[config.mk]
export PLATFORM = sky130hd
export DESIGN_NAME = secondary_interrupt_controller_core
export DESIGN_NICKNAME = d
export VERILOG_FILES = /design/src/sic_pkg.sv /design/src/sic_in_stage.sv /design/src/sic_exec.sv /design/src/sic_out_stage.sv /design/src/secondary_interrupt_controller_core.sv
export SDC_FILE = /design/constraint.sdc
export NUM_CORES = 1
export LEC_CHECK = 0
export ABC_AREA = 0
export BUFFER_PORTS_ARGS = -buffer_cell sky130_fd_sc_hd__buf_2
export CAP_MARGIN = 20
export CORE_ASPECT_RATIO = 0.9
export CORE_UTILIZATION = 35
export CTS_BUF_LIST = sky130_fd_sc_hd__clkbuf_4
export DETAILED_ROUTE_END_ITERATION = 10
export GPL_TIMING_DRIVEN = 0
export PLACE_DENSITY = 0.6
export SYNTH_ARGS = -nofsm -noshare
export SYNTH_HDL_FRONTEND = slang
export SYNTH_HIERARCHICAL = 1
export SYNTH_SLANG_ARGS = --single-unit
[constraint.sdc]
create_clock -name clk -period 6.2 [get_ports clk]
set_input_delay 0 -clock clk [delete_from_list [all_inputs] [get_ports clk]]
set_output_delay 0 -clock clk [all_outputs]
set_load 0.02 [all_outputs]
[src/sic_pkg.sv]
// ----------------------------------------------------------------------------
// sic_pkg
// Types and constants shared by the secondary interrupt controller.
// ----------------------------------------------------------------------------
`timescale 1ns / 1ps

package sic_pkg;

  localparam int NUM_LINES = 32;

  typedef enum logic [1:0] {
    CMD_LINE  = 2'd0,
    CMD_READ  = 2'd1,
    CMD_WRITE = 2'd2,
    CMD_NONE  = 2'd3
  } cmd_t;

  // Register word offsets
  localparam logic [9:0] REG_STATUS  = 10'd0;
  localparam logic [9:0] REG_RAWSTAT = 10'd1;
  localparam logic [9:0] REG_ENSET   = 10'd2;
  localparam logic [9:0] REG_ENCLR   = 10'd3;
  localparam logic [9:0] REG_SOFTSET = 10'd4;
  localparam logic [9:0] REG_SOFTCLR = 10'd5;
  localparam logic [9:0] REG_PTSET   = 10'd8;
  localparam logic [9:0] REG_PTCLR   = 10'd9;

  localparam logic [31:0] PT_ALLOWED    = 32'h7fe0_0000;
  localparam int          COMBINED_LINE = 31;

  typedef struct packed {
    cmd_t        command;
    logic [4:0]  line_number;
    logic        line_level;
    logic [9:0]  word_index;
    logic [31:0] write_data;
  } item_t;

  typedef struct packed {
    logic [31:0] read_data;
    logic [31:0] irq_lines;
    logic        bad_offset;
  } result_t;

endpackage

[src/sic_in_stage.sv]
// ----------------------------------------------------------------------------
// sic_in_stage
// Input register: captures one word from the slave side and unpacks it.
// ----------------------------------------------------------------------------
`timescale 1ns / 1ps

module sic_in_stage (
  input  logic          clk,
  input  logic          rst_n,
  input  logic          in_tvalid,
  output logic          in_tready,
  input  logic [47:0]   in_tdata,
  input  logic [1:0]    in_tuser,
  input  logic          advance,
  output logic          item_valid,
  output sic_pkg::item_t item
);
  import sic_pkg::*;

  logic  valid_r;
  item_t item_r;

  assign in_tready  = !valid_r || advance;
  assign item_valid = valid_r;
  assign item       = item_r;

  always_ff @(posedge clk) begin
    if (!rst_n) begin
      valid_r <= 1'b0;
    end else if (in_tready) begin
      valid_r <= in_tvalid;
    end
  end

  always_ff @(posedge clk) begin
    if (in_tvalid && in_tready) begin
      item_r.command     <= cmd_t'(in_tuser);
      item_r.line_number <= in_tdata[4:0];
      item_r.line_level  <= in_tdata[5];
      item_r.word_index  <= in_tdata[15:6];
      item_r.write_data  <= in_tdata[47:16];
    end
  end

endmodule

[src/sic_exec.sv]
// ----------------------------------------------------------------------------
// sic_exec
// Controller state and the single-pass update for one word.
// ----------------------------------------------------------------------------
`timescale 1ns / 1ps

module sic_exec (
  input  logic            clk,
  input  logic            rst_n,
  input  logic            commit,
  input  sic_pkg::item_t  item,
  output sic_pkg::result_t result
);
  import sic_pkg::*;

  logic [31:0] raw_r, raw_nxt;
  logic [31:0] en_r, en_nxt;
  logic [31:0] pt_r, pt_nxt;
  logic [31:0] line_r, line_nxt;
  logic [31:0] rd;
  logic        bad;
  logic        refresh;
  logic        reeval;
  logic [31:0] line_bit;
  logic [31:0] pt_sel;
  logic [31:0] line_pt;

  assign line_bit = 32'd1 << item.line_number;

  always_comb begin
    raw_nxt = raw_r;
    en_nxt  = en_r;
    pt_nxt  = pt_r;
    rd      = '0;
    bad     = 1'b0;
    refresh = 1'b0;
    reeval  = 1'b0;
    case (item.command)
      CMD_LINE: begin
        raw_nxt = item.line_level ? (raw_r | line_bit) : (raw_r & ~line_bit);
        reeval  = 1'b1;
      end
      CMD_READ: begin
        case (item.word_index)
          REG_STATUS:  rd = raw_r & en_r;
          REG_RAWSTAT: rd = raw_r;
          REG_ENSET:   rd = en_r;
          REG_SOFTSET: rd = {31'd0, raw_r[0]};
          REG_PTSET:   rd = pt_r;
          default:     bad = 1'b1;
        endcase
      end
      CMD_WRITE: begin
        reeval = 1'b1;
        case (item.word_index)
          REG_ENSET:   en_nxt = en_r | item.write_data;
          REG_ENCLR:   en_nxt = en_r & ~item.write_data;
          REG_SOFTSET: if (item.write_data != '0) en_nxt = en_r | 32'd1;
          REG_SOFTCLR: if (item.write_data != '0) en_nxt = en_r & ~32'd1;
          REG_PTSET: begin
            pt_nxt  = pt_r | (item.write_data & PT_ALLOWED);
            refresh = 1'b1;
          end
          REG_PTCLR: begin
            pt_nxt  = pt_r & ~item.write_data;
            refresh = 1'b1;
          end
          default: begin
            bad    = 1'b1;
            reeval = 1'b0;
          end
        endcase
      end
      default: ;
    endcase
  end

  // Output line update: direct follow on a line change, refresh on pass-through
  // writes, then the combined line.
  always_comb begin
    pt_sel  = pt_nxt & PT_ALLOWED;
    line_pt = line_r;
    if (item.command == CMD_LINE && (pt_r & line_bit) != '0) begin
      line_pt = item.line_level ? (line_r | line_bit) : (line_r & ~line_bit);
    end
    if (refresh) begin
      line_pt = (line_r & ~pt_sel) | (raw_nxt & pt_sel);
    end
    line_nxt = line_pt;
    if (reeval) begin
      line_nxt[COMBINED_LINE] = |(raw_nxt & en_nxt);
    end
  end

  always_ff @(posedge clk) begin
    if (!rst_n) begin
      raw_r  <= '0;
      en_r   <= '0;
      pt_r   <= '0;
      line_r <= '0;
    end else if (commit) begin
      raw_r  <= raw_nxt;
      en_r   <= en_nxt;
      pt_r   <= pt_nxt;
      line_r <= line_nxt;
    end
  end

  assign result.read_data  = rd;
  assign result.irq_lines  = line_nxt;
  assign result.bad_offset = bad;

endmodule

[src/sic_out_stage.sv]
// ----------------------------------------------------------------------------
// sic_out_stage
// Result register: holds one result word until the master side takes it.
// ----------------------------------------------------------------------------
`timescale 1ns / 1ps

module sic_out_stage (
  input  logic             clk,
  input  logic             rst_n,
  input  logic             load_valid,
  input  sic_pkg::result_t result,
  output logic             advance,
  output logic             out_tvalid,
  input  logic             out_tready,
  output logic [63:0]      out_tdata,
  output logic [0:0]       out_tuser
);
  import sic_pkg::*;

  logic    valid_r;
  result_t res_r;

  assign advance    = !valid_r || out_tready;
  assign out_tvalid = valid_r;
  assign out_tdata  = {res_r.irq_lines, res_r.read_data};
  assign out_tuser  = res_r.bad_offset;

  always_ff @(posedge clk) begin
    if (!rst_n) begin
      valid_r <= 1'b0;
    end else if (advance) begin
      valid_r <= load_valid;
    end
  end

  always_ff @(posedge clk) begin
    if (advance && load_valid) begin
      res_r <= result;
    end
  end

endmodule

[src/secondary_interrupt_controller_core.sv]
// The input word is held in the input register, and its result is captured in the
// result register, which loads only while the result side is free.
// Throughput: one word per cycle; input register, one pass of update logic,
// result register. The input side stalls only while the result is held.
// Reset (rst_n low, synchronous): line levels, enables, pass-through bits and
// output lines clear to zero; both stage registers empty.
// ----------------------------------------------------------------------------
// secondary_interrupt_controller_core
// 32-line secondary interrupt controller with stream-style ports.
// ----------------------------------------------------------------------------
`timescale 1ns / 1ps

module secondary_interrupt_controller_core (
  input  logic        clk,
  input  logic        rst_n,
  input  logic        in_tvalid,
  output logic        in_tready,
  input  logic [47:0] in_tdata,  // line_number, line_level, word_index, write_data
  input  logic [1:0]  in_tuser,  // command
  output logic        out_tvalid,
  input  logic        out_tready,
  output logic [63:0] out_tdata, // read_data, irq_lines
  output logic [0:0]  out_tuser  // bad_offset
);
  import sic_pkg::*;

  logic    item_valid;
  logic    advance;
  item_t   item;
  result_t result;

  sic_in_stage u_in (
    .clk        (clk),
    .rst_n      (rst_n),
    .in_tvalid  (in_tvalid),
    .in_tready  (in_tready),
    .in_tdata   (in_tdata),
    .in_tuser   (in_tuser),
    .advance    (advance),
    .item_valid (item_valid),
    .item       (item)
  );

  sic_exec u_exec (
    .clk    (clk),
    .rst_n  (rst_n),
    .commit (item_valid && advance),
    .item   (item),
    .result (result)
  );

  sic_out_stage u_out (
    .clk        (clk),
    .rst_n      (rst_n),
    .load_valid (item_valid),
    .result     (result),
    .advance    (advance),
    .out_tvalid (out_tvalid),
    .out_tready (out_tready),
    .out_tdata  (out_tdata),
    .out_tuser  (out_tuser)
  );

`ifndef SYNTHESIS
  // input side backs up only behind a held result
  a_stall_cause: assert property (@(posedge clk) disable iff (!rst_n)
    !in_tready |-> (out_tvalid && !out_tready))
    else $error("input stalled without output backpressure");

  // a bad offset never returns data
  a_bad_zero: assert property (@(posedge clk) disable iff (!rst_n)
    (out_tvalid && out_tuser[0]) |-> (out_tdata[31:0] == 32'd0))
    else $error("bad offset with nonzero read data");

  // lines 0..20 are never driven
  a_low_lines: assert property (@(posedge clk) disable iff (!rst_n)
    out_tvalid |-> (out_tdata[52:32] == 21'd0))
    else $error("undriven output line set");
`endif

endmodule

# ---- After elaboration in Yosys (flattened, before gate mapping)
# Cells that the tools add are included.
dict set report totals {
  reg_bits 245
  elab_cells 79
}
dict set report op_classes {
  n_eq_ne 9
  n_shift 1
  n_mux 20
  bitwise_logic 17
  reduce_logical 17
}
# operator count
set op_table {}
lappend op_table {{32-bit bitwise AND} 8}
lappend op_table {{32-bit 2-to-1 mux} 6}
lappend op_table {{32-bit case mux with 5 select lines} 1}
lappend op_table {{32-bit OR} 4}
lappend op_table {{32-bit case mux with 4 select lines} 1}
lappend op_table {{32-bit inverter} 2}
lappend op_table {{32-bit case mux with 2 select lines} 1}
lappend op_table {{32-bit nonzero test} 2}
lappend op_table {{32-bit by 31-bit bitwise AND with 32-bit output} 1}
lappend op_table {{31-bit inverter with 32-bit output} 1}
lappend op_table {{32-bit by 31-bit OR with 32-bit output} 1}
lappend op_table {{32-bit OR reduction} 1}
lappend op_table {{1-bit by 5-bit << shifter with 32-bit output (first input constant)} 1}
lappend op_table {{31-bit 2-to-1 mux} 1}
lappend op_table {{10-bit by 2-bit equality test with 1-bit output (second input constant)} 2}
lappend op_table {{10-bit by 3-bit equality test with 1-bit output (second input constant)} 2}
lappend op_table {{10-bit by 4-bit equality test with 1-bit output (second input constant)} 2}
lappend op_table {{10-bit by 1-bit equality test with 1-bit output (second input constant)} 1}
lappend op_table {{10-bit zero test} 1}
lappend op_table {{1-bit 2-to-1 mux} 8}
lappend op_table {{6-bit OR reduction} 1}
lappend op_table {{5-bit OR reduction} 1}
lappend op_table {{1-bit case mux with 2 select lines} 2}
lappend op_table {{1-bit logical AND} 3}
lappend op_table {{8 further kinds} 10}

# ---- Longest topological paths before layout
dict set report depth {
  word_depth 9
  depth_mapped 13
  mapped_depth_nobuf 10
}

# ---- Hierarchy
# Netlist, hierarchy kept.
# mod n_inst cells_per_inst area_each_um2
set modules_own_cells {}
lappend modules_own_cells {sic_exec 1 1181 8580.7}
lappend modules_own_cells {sic_out_stage 1 70 2009.4}
lappend modules_own_cells {sic_in_stage 1 55 1559.0}
lappend modules_own_cells {secondary_interrupt_controller_core 1 1 6.3}

# ---- Worst setup path before layout
# OpenSTA, ideal clock, no wires.
dict set report synth_timing {
  path_type {register to register}
  startpoint {register u_in.item_r (netlist bit u_in/item[46])}
  endpoint {register u_out.res_r (netlist bit u_out/out_tdata[63]), data pin}
  arrival_ps 2352
  required_time_ps 5939
  slack_ps 3588
  stages_incl_launch_ff 10
  path_buffers 2
  path_cell_list {edfxtp_1 > buf_2 > buf_1 > nand4_1 > nor2_1 > mux2_2 > a2111oi_2 > nand4_1 > nor3_2 > nor2_1}
}
# item line_no
set synth_rtl {}
lappend synth_rtl {{start: declaration} sic_in_stage.sv:21} ;# item_t item_r;
lappend synth_rtl {{end signal: assignment} sic_out_stage.sv:38} ;# res_r <= result;
lappend synth_rtl {{end: declaration} sic_out_stage.sv:21} ;# result_t res_r;

==> metrics.md <==
| Metric | Value |
|---|---|
| Clock buffer depth | `3` |
| GR Overflow Total | `0` |
| Post-Syn Nets | `approximately 1400` |
| Via density per instance | `5.396` |
| Setup repair bufs after CTS | `0` |
| Yosys top cell by area | `edfxtp_1` |
| Clock root buffer | `clkbuf_4` |
| PD cells | `239.0 nW/um^2` |
| Top FF cell, synth | `dfxtp_1` |
| IO buf count | `120` |
| Largest net degree at the start of global routing | `66` |
| Syn Area/Cell | `between 9 and 10 sq um` |
| Drt first pass iters | `6` |
| Sequential-to-total area share from yosys stat | `0.4982` |
| Vias post-DR | `about 11000` |
| Top-area cell type share of the netlist area | `0.2841` |
| Rel. slew slack | `0.2962` |
| Post-synth EDFFs | `~120` |
| CTS Sinks | `245` |
| Initial antenna violation count | `2` |
| Yosys warnings | `6` |
| CTS tree | `built` |
| Die area | `35480 sq um` |
| Final wirelength | `around 44000 um` |
| Final hold viol count | `0` |
| Non-filler instance count after layout | `2128` |
| Reg2Reg Launch Point | `u_in/item[46]` |
| Vias in the first global route | `between 10000 and 15000` |
| Post-synthesis mux area share | `0.08091` |
| Die W | `a little under 200 um` |
| Static leakage | `~5.4 nW` |
| Final Max Tran Viols | `0` |
| Compound-cell area share of the yosys netlist | `0.1794` |
| Initial core utilization | `0.3563` |
| GPL Wtd Cong | `between 0.9 and 1` |
| Fillers | `3447` |
| Yosys reg bits | `approximately 250` |
| Post-synthesis adder-cell area fraction | `0.003911` |
| Setup TNS | `0 ns` |
| Post-synth ARST share | `0` |
| Post-synthesis simple-gate area fraction | `0.1934` |
| Hold_sp | `out_tready` |
| CTS H-tree lvls | `3` |
| Arr. time, crit path | `~4.1 ns` |
| RSZ-0062 raised after global routing | `no` |
| Crit path launch | `u_in/item[46]` |
| DRC violation count after routing | `0` |
| Slew @ Worst Pin | `1.047 ns` |
| Mapped cell area | `between 10000 and 15000 sq um` |
| DP Cell Count | `1891` |
| Wire length per cell | `slightly above 20 um` |
| Critical Path RT | `6.65 ns` |
| Endpoints failing setup | `0` |
| Fmax | `~270 MHz` |
| DP Wirelength | `about 31000 um` |
| Largest family of logic cells by synthesized area | `simple AND/OR/NAND/NOR gates` |
| Tcrit/Tclk final | `0.5869` |
| Synth top area cells | `edfxtp_1 (28%), dfxtp_1 (21%), a21oi_1 (6.3%)` |
| Global-route wire length before repair | `64540 um` |
| Worst Path Max Fanout | `10` |
| Clk slew on worst S/H paths | `about 0.070 ns` |
| Num rows | `64` |
| Worst clock skew | `just under 0.08 ns` |
| Setup crit start kind | `flop` |
| Layout area overhead | `26.22%` |
| Crit path time final | `3.639 ns` |
| WS Path Type | `flop to flop` |
| Routed Antenna Nets | `0` |
| # IOs | `roughly 120` |
| Core ar. | `approximately 34000 sq um` |
| # resized after CTS | `0` |
| Post-Synth XOR/XNOR Area | `0.0007205` |
| Nets | `roughly 1700` |
| Hold crit path type | `primary input to flop` |
| Skew-Pair Late Insertion Delay | `0.74 ns` |
| Yosys cell types | `68` |
| Setup crit end kind | `flop` |
| Status | `complete, no violations` |
| Number of max-cap violations | `0` |
| Die Height | `between 150 and 200 um` |
| CTS buffer count | `70` |
| Mapped Cells | `between 1000 and 1500` |
| Worst IR Drop VDD | `approximately 0.15 mV` |
| Layout cells sized above 1 | `0.1947` |
| DR iter-0 viols | `approximately 1200` |
| Overall routing resource usage | `0.2466` |
[through the flow]
step / setup WS (ns) / util / power, mW / hold slack [ns] / instance area (sq um)
after CTS: 2.408 / 0.4492 / 3.698 / 0.05546 / 15320
after global routing: 2.403 / 0.4497 / 3.830 / 0.1047 / 15340
after floorplan: 3.588 / - / 1.949 / 0.09887 / 12160
after detailed placement: 2.405 / 0.3912 / 2.069 / 0.1781 / 13350
final: 2.561 / 0.4498 / 3.668 / 0.1174 / 15340
after global placement: 2.406 / 0.3909 / 2.065 / 0.1770 / 13330
[layout by cell type (no fill, tap or decap), types with 6 or more instances in the layout]
master         synthesis  routed
nor2b_1               13      13
or3_1                  8       8
inv_1                 14      14
clkinv_1               0      15
o31ai_1               14      14
a221oi_1              10      10
mux2i_1               69      69
nand4_1               13      13
buf_2                 23     144
clkinv_2               0       6
clkbuf_1              74      74
a211oi_1              17      17
nor2_1               158     158
a21oi_1              153     153
a31oi_1                7       7
mux2_2                26      26
o21ai_0               42      42
edfxtp_1             115     115
a311oi_1              29      29
nor4_1                15      15
o21a_1                28      28
buf_1                  7       7
nand3_1               32      32
o211ai_1              16      16
nor3_1                11      11
nand2_1              181     181
clkbuf_4               0     102
buf_4                  6       9
dlygate4sd3_1          0     104
dfxtp_1              130     130
and3_1                12      12
[power by group]
part	leakage (nW)	internal (mW)	total, mW	switching (mW)
combinational	2.68	0.113	0.310	0.198
clock	0.553	0.846	1.58	0.732
sequential	2.14	1.74	1.78	0.0422
[repair_timing]
| item | CTS | global route |
|---|---|---|
| hold buffers | 104 | 0 |
| endpoints found under the setup margin | 0 | 0 |
| endpoints found under the hold margin | 102 | 0 |
[final cells by class]
type	instances	area, sq um	share of cell area
Sequential cell	245	6056	0.3947
Multi-Input combinational cell	937	5572	0.3632
Timing Repair Buffer	228	1669	0.1088
Clock buffer	102	765.7	0.04991
Tap cell	462	578.1	0.03768
Buffer	111	475.5	0.03099
Clock inverter	27	168.9	0.01101
Inverter	14	52.55	0.003425
Antenna cell	2	5.005	0.0003262
[logic make-up after synthesis]
group	after synthesis
buffers and inverters	125
AND/OR/NAND/NOR	493
XOR/XNOR	1
multiplexers	95
adder cells (fa/ha/maj)	4
AO/OA/AOI/OAI	344
flip-flops	245
[per-layer routing]
metal / vias to the layer above / track usage / routed length [um]
li1: 5428 / - / -
met1: 5444 / 0.3403 / 19730
met2: 518 / 0.3779 / 19500
met3: 93 / 0.04665 / 3221
met4: 0 / 0.1016 / 1377
met5: - / 0 / 0
[worst max-delay path, cell delays in order (launching register included)]
cell	delay (ns)
edfxtp_1	0.42
buf_2	0.27
buf_1	0.37
nand4b_1	0.57
nor2_1	0.30
mux2i_1	0.34
a311oi_1	0.11
nor4_1	0.40
nand4_1	0.25
nor3_2	0.27
nor2_1	0.08
[Yosys cell counts, drive strengths merged (16+ instances only)]
| library cell | instances |
|---|---|
| a211oi | 17 |
| a21oi | 153 |
| a311oi | 31 |
| buf | 37 |
| clkbuf | 74 |
| dfxtp | 130 |
| edfxtp | 115 |
| mux2 | 26 |
| mux2i | 69 |
| nand2 | 182 |
| nand3 | 32 |
| nor2 | 161 |
| nor4 | 19 |
| o211ai | 16 |
| o21a | 28 |
| o21ai | 42 |
[sequential cells by signal, summed over array words and instances, names as in the netlist]
register / cells
u_exec/en_r: 32
u_exec/line_r: 32
u_exec/pt_r: 32
u_exec/raw_r: 32
u_in/item: 50
u_in/item_valid: 1
u_out/out_tdata: 64
u_out/out_tuser: 1
u_out/out_tvalid: 1
[final timing paths]
path | to | slack, ns | cells after the start
worst max-delay path | u_out/out_tdata[63] | 2.56 | 10
worst min-delay path | u_out/out_tvalid | 0.12 | 4
worst max register to register | u_out/out_tdata[63] | 2.56 | 10
worst min register to register | u_exec/pt_r[19] | 0.45 | 2
(Power assumes the default switching activity.)
